==> config.mk <==
export PLATFORM = sky130hd
export DESIGN_NAME = tcw_front
export DESIGN_NICKNAME = d
export VERILOG_FILES = /design/src/tcw_pkg.sv /design/src/tcw_front.sv
export SDC_FILE = /design/constraint.sdc
export NUM_CORES = 1
export LEC_CHECK = 0
export ABC_CLOCK_PERIOD_IN_PS = 2400
export BUFFER_PORTS_ARGS = -buffer_cell sky130_fd_sc_hd__buf_4
export CAP_MARGIN = 30
export CORE_UTILIZATION = 45
export CTS_BUF_LIST = sky130_fd_sc_hd__clkbuf_8 sky130_fd_sc_hd__clkbuf_16
export CTS_CLUSTER_SIZE = 40
export DETAILED_ROUTE_END_ITERATION = 10
export PLACE_DENSITY_LB_ADDON = 0.25
export SYNTH_ARGS = -nofsm -noshare
export SYNTH_HDL_FRONTEND = slang
export SYNTH_SLANG_ARGS = --single-unit
==> constraint.sdc <==
create_clock -name clk_i -period 2.4 [get_ports clk_i]
set_input_delay 0.36 -clock clk_i [delete_from_list [all_inputs] [get_ports clk_i]]
set_output_delay 0.36 -clock clk_i [all_outputs]
set_load 0.02 [all_outputs]
==> src/tcw_pkg.sv <==
// shared types and constants of the text console writer
package tcw_pkg;

  localparam int QUEUE_DEPTH = 2;

  localparam logic [7:0] NEWLINE_CODE = 8'h0A;
  localparam logic [7:0] BLANK_CODE   = 8'h20;
  localparam logic [7:0] ATTR_RESET   = 8'h0F;

  typedef logic [10:0] pos_t;
  typedef logic [4:0]  row_t;
  typedef logic [6:0]  col_t;
  typedef logic [15:0] cell_t;
  typedef logic [7:0]  char_t;
  typedef logic [10:0] addr_t;

  localparam cell_t RESET_CELL = {ATTR_RESET, BLANK_CODE};

  typedef enum logic [1:0] {
    OP_PUT,
    OP_NEWLINE,
    OP_READ
  } op_e;

  typedef struct packed {
    op_e   op;
    char_t char_code;
    addr_t read_address;
    logic  addr_ok;
  } cmd_t;

  typedef struct packed {
    logic pop;
    logic clearing;
  } back_status_t;

endpackage

==> src/tcw_front.sv <==
// front end: takes requests, classifies them and queues commands for the back end
module tcw_front #(
  parameter int ROWS    = 25,
  parameter int COLUMNS = 80
) (
  input  logic                  clk_i,
  input  logic                  rst_ni,
  input  logic                  in_valid_i,
  output logic                  in_stall_o,
  input  logic                  kind_i,
  input  tcw_pkg::char_t        char_code_i,
  input  tcw_pkg::addr_t        read_address_i,
  output logic                  q_valid_o,
  output tcw_pkg::cmd_t         cmd_o,
  input  tcw_pkg::back_status_t back_i
);

  localparam int CELLS = ROWS * COLUMNS;
  localparam int QD    = tcw_pkg::QUEUE_DEPTH;
  localparam int PTR_W = $clog2(QD);
  localparam int CNT_W = $clog2(QD + 1);

  tcw_pkg::cmd_t    q_mem [QD];
  tcw_pkg::cmd_t    cmd_in;
  logic [PTR_W-1:0] wr_ptr_q, wr_ptr_d;
  logic [PTR_W-1:0] rd_ptr_q, rd_ptr_d;
  logic [CNT_W-1:0] count_q, count_d;
  logic             full;
  logic             push;

  // classify
  always_comb begin
    cmd_in.char_code    = char_code_i;
    cmd_in.read_address = read_address_i;
    cmd_in.addr_ok      = 32'(read_address_i) < CELLS;
    if (kind_i) begin
      cmd_in.op = tcw_pkg::OP_READ;
    end else if (char_code_i == tcw_pkg::NEWLINE_CODE) begin
      cmd_in.op = tcw_pkg::OP_NEWLINE;
    end else begin
      cmd_in.op = tcw_pkg::OP_PUT;
    end
  end

  assign full       = count_q == CNT_W'(QD);
  assign in_stall_o = full || back_i.clearing;
  assign push       = in_valid_i && !in_stall_o;
  assign q_valid_o  = count_q != '0;
  assign cmd_o      = q_mem[rd_ptr_q];

  always_comb begin
    wr_ptr_d = wr_ptr_q;
    rd_ptr_d = rd_ptr_q;
    count_d  = count_q;
    if (push) begin
      wr_ptr_d = (wr_ptr_q == PTR_W'(QD - 1)) ? '0 : wr_ptr_q + 1'b1;
    end
    if (back_i.pop) begin
      rd_ptr_d = (rd_ptr_q == PTR_W'(QD - 1)) ? '0 : rd_ptr_q + 1'b1;
    end
    if (push && !back_i.pop) begin
      count_d = count_q + 1'b1;
    end else if (!push && back_i.pop) begin
      count_d = count_q - 1'b1;
    end
  end

  always_ff @(posedge clk_i or negedge rst_ni) begin
    if (!rst_ni) begin
      wr_ptr_q <= '0;
      rd_ptr_q <= '0;
      count_q  <= '0;
    end else begin
      wr_ptr_q <= wr_ptr_d;
      rd_ptr_q <= rd_ptr_d;
      count_q  <= count_d;
    end
  end

  always_ff @(posedge clk_i) begin
    if (push) begin
      q_mem[wr_ptr_q] <= cmd_in;
    end
  end

  a_pop_needs_entry: assert property (@(posedge clk_i) disable iff (!rst_ni)
    back_i.pop |-> q_valid_o)
    else $error("command popped from empty queue");

endmodule

==> flow_metrics.env <==
export IMPL_total_buffers_and_inverters_traversed_by_the_critical_path=2
export IMPL_timing_critical_path_to_type="primary output"
export IMPL_netlist_cell_type_count=17
export IMPL_global_route_overflow_total=0
export IMPL_track_usage=0.1619
export IMPL_synth_top_family_by_area="multiplexers"
export IMPL_die_area_um2=4359
export IMPL_critical_path_top_cell_by_count="sky130_fd_sc_hd__buf_4"
export IMPL_detail_route_drc_violations=0
export IMPL_drv_max_cap_violation_count=0
export IMPL_clk_latency_worst_skew_pair_ns=0.29
export IMPL_slew_headroom=0.7104
export IMPL_final_min_period_over_clock_period=0.7810
export IMPL_placeableCoreArea_um2=3799
export IMPL_die_y_um=66.02
export IMPL_worst_ep_arrival_time_ns=1.51
export IMPL_cts_sinks=48
export IMPL_p_leak_nw=0.9017
export IMPL_timing_clock_skew_ns=0.005598
export IMPL_cp_slowest_cell="sky130_fd_sc_hd__mux2_2"
export IMPL_route_final_wire_length_um=3132
export IMPL_power_density_cell_area_nw_per_um2=1033
export IMPL_cts_root_to_sink_buffers=2
export IMPL_syn_warnings=0
export IMPL_area_of_the_mapped_netlist_um2=1844
export IMPL_die_x_um=66.02
export IMPL_finalPower_w=0.002443
export IMPL_grt_first_pass_wirelength_um=4926
export IMPL_mostFrequentLayoutCell="sky130_fd_sc_hd__buf_4"
export IMPL_worst_endpoint_required_ns=2.04
export IMPL_initial_utilization=0.4855
export IMPL_h_tree_depth=2
export IMPL_timing_final_hold_violations=0
export IMPL_outcome="completed"
export IMPL_yosys_area_share_simple=0.02849
export IMPL_fmax_ghz=0.5335
export IMPL_max_slew_worst_pin_slew_ns=0.4339
export IMPL_drt_pre_antenna_iters=4
export IMPL_drt_iter0_markers=51
export IMPL_gp_congestion=0.6997
export IMPL_post_route_utilization=0.6225
export IMPL_syn_to_final_growth_pct=28.22
export IMPL_post_drt_via_cell_ratio=5.055
export IMPL_postSynthRegisterBits=48
export IMPL_grt_max_degree=23
export IMPL_finalCriticalPeriod_ns=1.874
export IMPL_layout_drive_gt1_share=0.5359
export IMPL_finalNetCount=178
export IMPL_path_cells="buf_4 -> mux2_2 -> buf_4"
export IMPL_tritoncts="yes"
export IMPL_synth_avg_cell_area_um2=19.41
export IMPL_muxShareOfSynthArea=0.1343
export IMPL_cts_buffer_count=5
export IMPL_final_cell_mix="sky130_fd_sc_hd__buf_4 (51), sky130_fd_sc_hd__edfxtp_1 (44), sky130_fd_sc_hd__mux2_2 (22)"
export IMPL_xor_and_xnor_area_share_after_synthesis=0.02374
export IMPL_ioPinCount=49
export IMPL_synth_adder_area_share=0.006784
export IMPL_synthCells=95
export IMPL_crit_path_max_fanout=22
export IMPL_final_antenna_net_count=0
export IMPL_critPathKind="reg -> out"
export IMPL_timing_critical_path_from_type="register"
export IMPL_n_diodes=0
export IMPL_detail_route_wl_per_cell_um=15.58
export IMPL_timing_critical_path_max_delay_family="buffers and inverters"
export IMPL_crit_path_max_incr_delay_ns=0.39
export IMPL_worst_hold_path_type="in -> reg"
export IMPL_port_buffers=48
export IMPL_antenna_found_initial=0
export IMPL_rows=22
export IMPL_whs_ns=0.2436
export IMPL_number_of_global_route_vias_before_repair=1039
export IMPL_power_ir_vdd_worst_uv=650.9
export IMPL_synth_compound_gate_area_share=0.01153
export IMPL_syn_num_nets=121
export IMPL_clk_pin_slew_worst_paths_ns=0.08
export IMPL_vias=1016
export IMPL_hpwl_um=2199
export IMPL_postCtsSetupBuffers=0
export IMPL_finalSetupViolCount=0
export IMPL_clk_root_buffer_cell="sky130_fd_sc_hd__clkbuf_8"
export IMPL_rsz_0062_raised_after_global_routing="no"
export IMPL_drv_slew=0
export IMPL_fraction_of_the_yosys_area_taken_by_sequential_cells=0.7707
export IMPL_fin_tns_setup_ns=0
==> where the power goes <==
part | internal [W] | switching, W
logic | 0.000420 | 0.000462
clock network | 0.000201 | 0.000258
registers | 0.00105 | 0.0000503
==> per-layer routing <==
metal / up-vias / part of all wire / routed length (µm) / track usage
met1: 507 / 0.40 / 1240 / 0.1808
met3: 4 / 0.049 / 153 / 0.05517
li1: 473 / - / - / -
met5: - / 0 / 0 / 0
met4: 0 / 0.014 / 44 / 0.07181
met2: 32 / 0.54 / 1693 / 0.2781
==> cell type report <==
class                      count  area [µm²]
multi-input combinational     39       380.4
timing repair buffer          52       392.9
fill                         302        1434
clock buffer                   5       68.82
tap                           48       60.06
sequential                    48        1421
inverter                       6       22.52
clock inverter                 3       18.77
==> what timing repair did <==
| item | 4_1_cts | 5_1_grt |
|---|---|---|
| hold buffers | 1 | 0 |
| hold endpoints to repair | 4 | 0 |
| resized for setup | 0 | 0 |
| setup endpoints to repair | 0 | 0 |
==> cell families after synthesis <==
logic type	count (synthesis)
flip-flops	48
multiplexers	22
AND/OR/NAND/NOR	8
XOR/XNOR	5
adder cells (fa/ha/maj)	1
AO/OA/AOI/OAI	3
buffers and inverters	8
==> per-stage QoR <==
stage	worst slack (ns)	area, µm²	std cells
3_3_place_gp	0.7055	2267	192
2_1_floorplan	0.4483	1844	95
5_1_grt	0.4522	2365	201
3_5_place_dp	0.6681	2267	192
4_1_cts	0.4967	2365	201
6_report	0.5257	2365	201
==> flip-flops by register name, summed over array words and instances, names as in the netlist <==
register,cells
count_q,2
q_mem,44
rd_ptr_q,1
wr_ptr_q,1
==> worst paths after layout <==
path                            startpoint            to  slack [ns]  cells after the start
worst max-delay path              rd_ptr_q     cmd_o[12]        0.53                      3
worst max register to register  count_q[1]  q_mem[0][12]        0.75                      4
min in group asynchronous           rst_ni      wr_ptr_q        0.40                      2
worst min-delay path             back_i[1]      rd_ptr_q        0.24                      2
worst min register to register    rd_ptr_q      rd_ptr_q        0.47                      1
max in group asynchronous           rst_ni      rd_ptr_q        1.90                      2
==> cell usage after synthesis (all sizes together) <==
master / number / area share
a21oi: 1 / 0.0027
and3: 2 / 0.0068
buf: 2 / 0.012
dfrtp: 4 / 0.054
edfxtp: 44 / 0.72
ha: 1 / 0.0068
inv: 6 / 0.012
mux2: 22 / 0.13
nand2: 1 / 0.0020
nand3b: 1 / 0.0041
nor2: 2 / 0.0041
nor4: 1 / 0.0034
nor4b: 1 / 0.0081
o2111ai: 1 / 0.0047
o211ai: 1 / 0.0041
xnor2: 3 / 0.014
xor2: 2 / 0.0095
No activity file was read; power rests on OpenSTA's default activity.
