[config.mk]
export PLATFORM = sky130hd
export DESIGN_NAME = tcw_back
export DESIGN_NICKNAME = d
export VERILOG_FILES = /design/src/tcw_pkg.sv /design/src/tcw_back.sv
export SDC_FILE = /design/constraint.sdc
export NUM_CORES = 1
export LEC_CHECK = 0
export ABC_AREA = 1
export BUFFER_PORTS_ARGS = -buffer_cell sky130_fd_sc_hd__buf_2
export CORE_MARGIN = 2
export CORE_UTILIZATION = 28
export DETAILED_ROUTE_END_ITERATION = 12
export PLACE_DENSITY = 0.49
export SKIP_CTS_REPAIR_TIMING = 1
export SYNTH_ARGS = -nofsm -noshare
export SYNTH_HDL_FRONTEND = slang
export SYNTH_SLANG_ARGS = --single-unit
[constraint.sdc]
create_clock -name clk_i -period 5.1 [get_ports clk_i]
set_input_delay 0.51 -clock clk_i [delete_from_list [all_inputs] [get_ports clk_i]]
set_output_delay 0.51 -clock clk_i [all_outputs]
set_load 0.005 [all_outputs]
[src/tcw_pkg.sv]
// shared types and constants of the text console writer
package tcw_pkg;

  localparam int QUEUE_DEPTH = 2;

  localparam logic [7:0] NEWLINE_CODE = 8'h0A;
  localparam logic [7:0] BLANK_CODE   = 8'h20;
  localparam logic [7:0] ATTR_RESET   = 8'h0F;

  typedef logic [10:0] pos_t;
  typedef logic [4:0]  row_t;
  typedef logic [6:0]  col_t;
  typedef logic [15:0] cell_t;
  typedef logic [7:0]  char_t;
  typedef logic [10:0] addr_t;

  localparam cell_t RESET_CELL = {ATTR_RESET, BLANK_CODE};

  typedef enum logic [1:0] {
    OP_PUT,
    OP_NEWLINE,
    OP_READ
  } op_e;

  typedef struct packed {
    op_e   op;
    char_t char_code;
    addr_t read_address;
    logic  addr_ok;
  } cmd_t;

  typedef struct packed {
    logic pop;
    logic clearing;
  } back_status_t;

endpackage

[src/tcw_back.sv]
// back end: cursor, screen store sequencing (clear, write, read, scroll) and result register
module tcw_back #(
  parameter int ROWS    = 25,
  parameter int COLUMNS = 80
) (
  input  logic                               clk_i,
  input  logic                               rst_ni,
  input  logic                               q_valid_i,
  input  tcw_pkg::cmd_t                      cmd_i,
  output tcw_pkg::back_status_t              status_o,
  input  tcw_pkg::char_t                     attr_i,
  output logic                               ram_we_o,
  output logic [$clog2(ROWS*COLUMNS)-1:0]    ram_waddr_o,
  output tcw_pkg::cell_t                     ram_wdata_o,
  output logic [$clog2(ROWS*COLUMNS)-1:0]    ram_raddr_o,
  input  tcw_pkg::cell_t                     ram_rdata_i,
  output logic                               out_valid_o,
  input  logic                               out_stall_i,
  output tcw_pkg::pos_t                      cursor_position_o,
  output tcw_pkg::row_t                      cursor_row_out_o,
  output tcw_pkg::col_t                      cursor_column_out_o,
  output logic                               scrolled_o,
  output tcw_pkg::cell_t                     cell_data_o
);

  localparam int CELLS = ROWS * COLUMNS;
  localparam int AW    = $clog2(CELLS);
  localparam int PW    = $clog2(CELLS + 1);
  localparam int RW    = $clog2(ROWS);
  localparam int CW    = $clog2(COLUMNS);

  localparam logic [RW-1:0] LAST_ROW  = RW'(ROWS - 1);
  localparam logic [CW-1:0] LAST_COL  = CW'(COLUMNS - 1);
  localparam logic [PW-1:0] LAST_BASE = PW'((ROWS - 1) * COLUMNS);
  localparam logic [PW-1:0] COL_STEP  = PW'(COLUMNS);
  localparam logic [AW-1:0] LAST_CELL = AW'(CELLS - 1);
  localparam logic [AW-1:0] MOVE_LAST = AW'(CELLS - COLUMNS - 1);

  localparam logic [2:0] ST_CLEAR = 3'd0;
  localparam logic [2:0] ST_IDLE  = 3'd1;
  localparam logic [2:0] ST_READ  = 3'd2;
  localparam logic [2:0] ST_MOVE  = 3'd3;
  localparam logic [2:0] ST_BLANK = 3'd4;

  logic [2:0]     state_q, state_d;
  logic [AW-1:0]  idx_q, idx_d;
  logic [RW-1:0]  row_q, row_d;
  logic [CW-1:0]  col_q, col_d;
  logic [PW-1:0]  pos_q, pos_d;
  logic           read_ok_q, read_ok_d;
  logic           out_valid_q;
  tcw_pkg::pos_t  res_pos_q;
  tcw_pkg::row_t  res_row_q;
  tcw_pkg::col_t  res_col_q;
  logic           res_scr_q;
  tcw_pkg::cell_t res_cell_q;

  logic           slot_free;
  logic           pop;
  logic           res_load;
  logic [PW-1:0]  res_pos;
  logic [RW-1:0]  res_row;
  logic [CW-1:0]  res_col;
  logic           res_scr;
  tcw_pkg::cell_t res_cell;

  logic           wrap;
  logic           at_last_row;
  logic           need_scroll;
  logic [RW-1:0]  nx_row;
  logic [CW-1:0]  nx_col;
  logic [PW-1:0]  nx_pos;

  assign slot_free = !out_valid_q || !out_stall_i;
  assign wrap        = col_q == LAST_COL;
  assign at_last_row = row_q == LAST_ROW;

  // cursor after a put or newline, before any scroll
  always_comb begin
    if (cmd_i.op == tcw_pkg::OP_NEWLINE) begin
      nx_row      = row_q + 1'b1;
      nx_col      = '0;
      nx_pos      = pos_q - PW'(col_q) + COL_STEP;
      need_scroll = at_last_row;
    end else begin
      nx_row      = wrap ? row_q + 1'b1 : row_q;
      nx_col      = wrap ? '0 : col_q + 1'b1;
      nx_pos      = pos_q + 1'b1;
      need_scroll = wrap && at_last_row;
    end
  end

  always_comb begin
    state_d     = state_q;
    idx_d       = idx_q;
    row_d       = row_q;
    col_d       = col_q;
    pos_d       = pos_q;
    read_ok_d   = read_ok_q;
    pop         = 1'b0;
    ram_we_o    = 1'b0;
    ram_waddr_o = idx_q;
    ram_wdata_o = {attr_i, tcw_pkg::BLANK_CODE};
    ram_raddr_o = '0;
    res_load    = 1'b0;
    res_pos     = pos_q;
    res_row     = row_q;
    res_col     = col_q;
    res_scr     = 1'b0;
    res_cell    = '0;
    case (state_q)
      ST_CLEAR: begin
        ram_we_o    = 1'b1;
        ram_wdata_o = tcw_pkg::RESET_CELL;
        if (idx_q == LAST_CELL) begin
          idx_d   = '0;
          state_d = ST_IDLE;
        end else begin
          idx_d = idx_q + 1'b1;
        end
      end
      ST_IDLE: begin
        if (q_valid_i && slot_free) begin
          pop = 1'b1;
          case (cmd_i.op)
            tcw_pkg::OP_READ: begin
              ram_raddr_o = AW'(cmd_i.read_address);
              read_ok_d   = cmd_i.addr_ok;
              state_d     = ST_READ;
            end
            tcw_pkg::OP_PUT, tcw_pkg::OP_NEWLINE: begin
              if (cmd_i.op == tcw_pkg::OP_PUT) begin
                ram_we_o    = 1'b1;
                ram_waddr_o = AW'(pos_q);
                ram_wdata_o = {attr_i, cmd_i.char_code};
              end
              if (need_scroll) begin
                row_d       = LAST_ROW;
                col_d       = '0;
                pos_d       = LAST_BASE;
                idx_d       = '0;
                ram_raddr_o = AW'(COLUMNS);
                state_d     = ST_MOVE;
              end else begin
                row_d    = nx_row;
                col_d    = nx_col;
                pos_d    = nx_pos;
                res_load = 1'b1;
                res_row  = nx_row;
                res_col  = nx_col;
                res_pos  = nx_pos;
              end
            end
            default: begin
              state_d = ST_IDLE;
            end
          endcase
        end
      end
      ST_READ: begin
        res_load = 1'b1;
        res_cell = read_ok_q ? ram_rdata_i : '0;
        state_d  = ST_IDLE;
      end
      ST_MOVE: begin
        // cell idx takes the one a row below it
        ram_we_o    = 1'b1;
        ram_wdata_o = ram_rdata_i;
        idx_d       = idx_q + 1'b1;
        if (idx_q == MOVE_LAST) begin
          state_d = ST_BLANK;
        end else begin
          ram_raddr_o = AW'(32'(idx_q) + COLUMNS + 1);
        end
      end
      ST_BLANK: begin
        ram_we_o = 1'b1;
        if (idx_q == LAST_CELL) begin
          idx_d    = '0;
          res_load = 1'b1;
          res_scr  = 1'b1;
          state_d  = ST_IDLE;
        end else begin
          idx_d = idx_q + 1'b1;
        end
      end
      default: begin
        state_d = ST_IDLE;
      end
    endcase
  end

  always_ff @(posedge clk_i or negedge rst_ni) begin
    if (!rst_ni) begin
      state_q     <= ST_CLEAR;
      idx_q       <= '0;
      row_q       <= '0;
      col_q       <= '0;
      pos_q       <= '0;
      read_ok_q   <= 1'b0;
      out_valid_q <= 1'b0;
    end else begin
      state_q   <= state_d;
      idx_q     <= idx_d;
      row_q     <= row_d;
      col_q     <= col_d;
      pos_q     <= pos_d;
      read_ok_q <= read_ok_d;
      if (res_load) begin
        out_valid_q <= 1'b1;
      end else if (!out_stall_i) begin
        out_valid_q <= 1'b0;
      end
    end
  end

  always_ff @(posedge clk_i) begin
    if (res_load) begin
      res_pos_q  <= tcw_pkg::pos_t'(res_pos);
      res_row_q  <= tcw_pkg::row_t'(res_row);
      res_col_q  <= tcw_pkg::col_t'(res_col);
      res_scr_q  <= res_scr;
      res_cell_q <= res_cell;
    end
  end

  assign status_o.pop      = pop;
  assign status_o.clearing = state_q == ST_CLEAR;

  assign out_valid_o         = out_valid_q;
  assign cursor_position_o   = res_pos_q;
  assign cursor_row_out_o    = res_row_q;
  assign cursor_column_out_o = res_col_q;
  assign scrolled_o          = res_scr_q;
  assign cell_data_o         = res_cell_q;

  a_result_slot_free: assert property (@(posedge clk_i) disable iff (!rst_ni)
    res_load |-> slot_free)
    else $error("result loaded over a held result");

  a_cursor_in_range: assert property (@(posedge clk_i) disable iff (!rst_ni)
    32'(row_q) < ROWS && 32'(col_q) < COLUMNS)
    else $error("cursor outside the screen");

  a_pos_matches: assert property (@(posedge clk_i) disable iff (!rst_ni)
    32'(pos_q) == 32'(row_q) * COLUMNS + 32'(col_q))
    else $error("linear cursor position out of step with row and column");

  a_no_pop_clearing: assert property (@(posedge clk_i) disable iff (!rst_ni)
    status_o.clearing |-> !status_o.pop)
    else $error("command taken during clearing pass");

endmodule

==> key figures <==
Routing
  • Routed Antenna Nets: 0
  • Final WL: 15600 µm
  • WL/cell: 15.2 µm
  • Vias per cell: 4.79
  • Initial DRC count: 331
  • Vias: 4936
  • First-pass iteration count of the detailed router: 4
  • # DRC: 0

Synthesis
  • Syn Area/Cell: 7.60 µm²
  • Asr flop ratio synth: 49.4%
  • Synthesized net count: 744
  • Fraction of the yosys area taken by sequential cells: 42.8%
  • Mux cell area share after synthesis: 0%
  • Synth Area in XOR/XNOR: 2.41%
  • Yosys reg bits: 79
  • Top FF cell, synth: edfxtp_1
  • Post-Synth Adder-Cell Area: 6.05%
  • Yosys warning count: 0
  • Synthesized instance count: 670
  • Synth Area in Simple Gates: 25.7%
  • Largest family of logic cells by synthesized area: simple AND/OR/NAND/NOR gates
  • Post-synthesis cell area: 5090 µm²
  • Compound-Gate Fraction of Synth Area: 14.5%
  • Synth cell types: 34
  • EDFF count, synth: 40

GRT
  • Overflow after GRT: 0
  • First-pass GRT wire length: 25600 µm
  • Total GRT Usage: 16.6%
  • Vias in the first global route: 4848
  • Initial antenna violation count: 1
  • Largest net degree at the start of global routing: 40

Clock tree
  • Clk pin slew, worst setup/hold paths: 0.06 ns
  • Clk root buf: clkbuf_16
  • Longest Clk Path Bufs: 2
  • CTS tree: done
  • Skew-Pair Late Insertion Delay: 0.35 ns
  • Num CTS Buffers: 9
  • Clock Sinks: 79
  • CTS H-tree lvls: 3

Cells and area
  • NumNets Final: 870
  • Most common cell after layout, fill and taps aside: nand2_1
  • Fraction of layout cells with a size suffix above 1: 20.3%
  • Non-filler instance count after layout: 1031
  • Area Overhead vs Synth: 23.4%
  • Most frequent cells in the layout: nand2_1, buf_2, o21ai_0, inv_1, nor2_1

Timing
  • Final min period: 3.27 ns
  • Worst-margin pin slew: 0.998 ns
  • Ratio of final minimum period to clock period: 64.0%
  • FMAX: 306 MHz
  • RSZ-0062 raised after global routing: false
  • Relative max-transition margin: 33.5%
  • Worst-case clock skew: 0.00861 ns
  • Fin Hold WS: 0.327 ns
  • Final setup fails: 0
  • Slew Viols, Final: 0
  • Final Hold Fails: 0
  • Sum Neg Setup Slack: 0 ns

Floorplanning
  • Die X: 139 µm
  • Row Count: 49
  • Initial Utilization: 28.4%
  • Core area: 17900 µm²
  • Ports: 132
  • Die height: 139 µm
  • Die ar.: 19300 µm²

Setup path
  • Cell mode on critical path: nand2_1
  • Kind of start point of the critical path: flip-flop
  • Crit path max-delay cell type: nand2_1
  • Crit path cell chain: inv_2 > nor2_4 > nand2_2 > nor3_4 > buf_4 > nand2_1 > nand2_1 > o21ai_0 > buf_2
  • Critical Path RT: 4.59 ns
  • CP endpoint kind: output pin
  • Crit path kind: reg -> out
  • Worst-case reg-to-reg path depth: 9
  • Max FO, Critical Path: 31
  • Crit path largest cell delay: 0.53 ns
  • CP arrival: 2.76 ns

Job
  • Maxcap violations: 0

Placed design
  • Post-placement cell count: 1014
  • Input/output buffers: 131
  • RePlAce Congestion: 0.837
  • Dpl hpwl: 11800 µm

Min path
  • Hold Path Class: in -> async

Pwr
  • Pwr/cell area: 633 nW/µm²
  • Static leakage: 3.11 nW
  • Worst vdd ir: 0.000219 V

Run status
  • Status: finished, final reports clean
==> stage by stage <==
stage / worst slack [ns] / area, µm² / util, % / total power [mW]
2_1_floorplan: 2.58 / 5090 / - / 2.55
3_3_place_gp: 2.06 / 5950 / 33.3 / 3.29
3_5_place_dp: 2.01 / 5950 / 33.3 / 3.28
4_1_cts: 1.80 / 6280 / 35.1 / 4.01
5_1_grt: 1.58 / 6280 / 35.1 / 4.40
6_report: 1.83 / 6280 / 35.1 / 3.97
==> sequential cells by signal (all words and copies together) (netlist names) <==
signal               cells
cursor_position_o       11
scrolled_o               1
state_q                  3
out_valid_o              1
cell_data_o             16
col_q                    7
cursor_row_out_o         5
idx_q                   11
read_ok_q                1
pos_q                   11
cursor_column_out_o      7
row_q                    5
==> power breakdown <==
group / switching, mW / internal [mW] / total [mW]
clock network: 0.279 / 0.433 / 0.711
logic: 1.29 / 0.753 / 2.04
registers: 0.253 / 0.964 / 1.22
==> worst max-delay path, delay by kind of cell, from the launching register on <==
| family | cells | cell delay, ns |
|---|---|---|
| AND/OR/NAND/NOR | 5 | 1.22 |
| buffers and inverters | 3 | 0.59 |
| flip-flops | 1 | 0.48 |
| AO/OA/AOI/OAI | 1 | 0.12 |
==> path summary, 6_finish.rpt <==
kind	start	end	slack, ns
hold / removal	rst_ni	row_q[2]	0.33
hold reg to reg	read_ok_q	read_ok_q	0.49
setup / recovery	state_q[0]	ram_waddr_o[0]	1.83
max in group asynchronous	rst_ni	state_q[0]	4.15
min in group clk_i	cmd_i[0]	read_ok_q	0.36
setup reg to reg	col_q[0]	cursor_position_o[4]	2.22
==> cell usage after synthesis (all sizes together) (3+ instances only) <==
library cell	n	area share (%)
buf	6	0.93
o21a	4	0.59
a21oi	28	3.0
nand3b	4	0.59
dfrtp	39	19
nor3	6	0.81
clkbuf	13	1.0
a22o	6	1.0
nand4	8	0.98
xor2	14	2.4
nand3	52	5.1
nand2	172	13
edfxtp	40	24
inv	88	6.5
nor2	66	5.1
o21ai	85	8.4
o211ai	5	0.74
ha	23	5.7
or2	3	0.37
==> layer usage <==
layer  part of all wire (%)  GRT usage (%)  wire, µm
met5                      0              0         0
met3                    5.1           3.35       801
met1                     47           22.8      7390
met4                    2.3           5.53       362
met2                     45           26.2      7090
==> cells by family (layout without fill, tap and decap cells) <==
group | after synthesis | after routing
DFF | 79 | 79
xor gates and xnor gates | 14 | 14
other | 0 | 1
buffers and inverters | 108 | 239
adders and majority gates | 24 | 24
and+or+nand+nor | 311 | 311
AOI/OAI and AO/OA | 134 | 134
==> final cells by class <==
cell class	count	area (µm²)
multi-input combinational	483	2480
fill	1950	11600
inverter	89	334
tap	229	287
sequential	79	2180
timing repair buffer	134	678
antenna	1	2.50
clock buffer	10	229
clock inverter	6	93.8
Note: power is estimated with default switching activity, not from simulation.
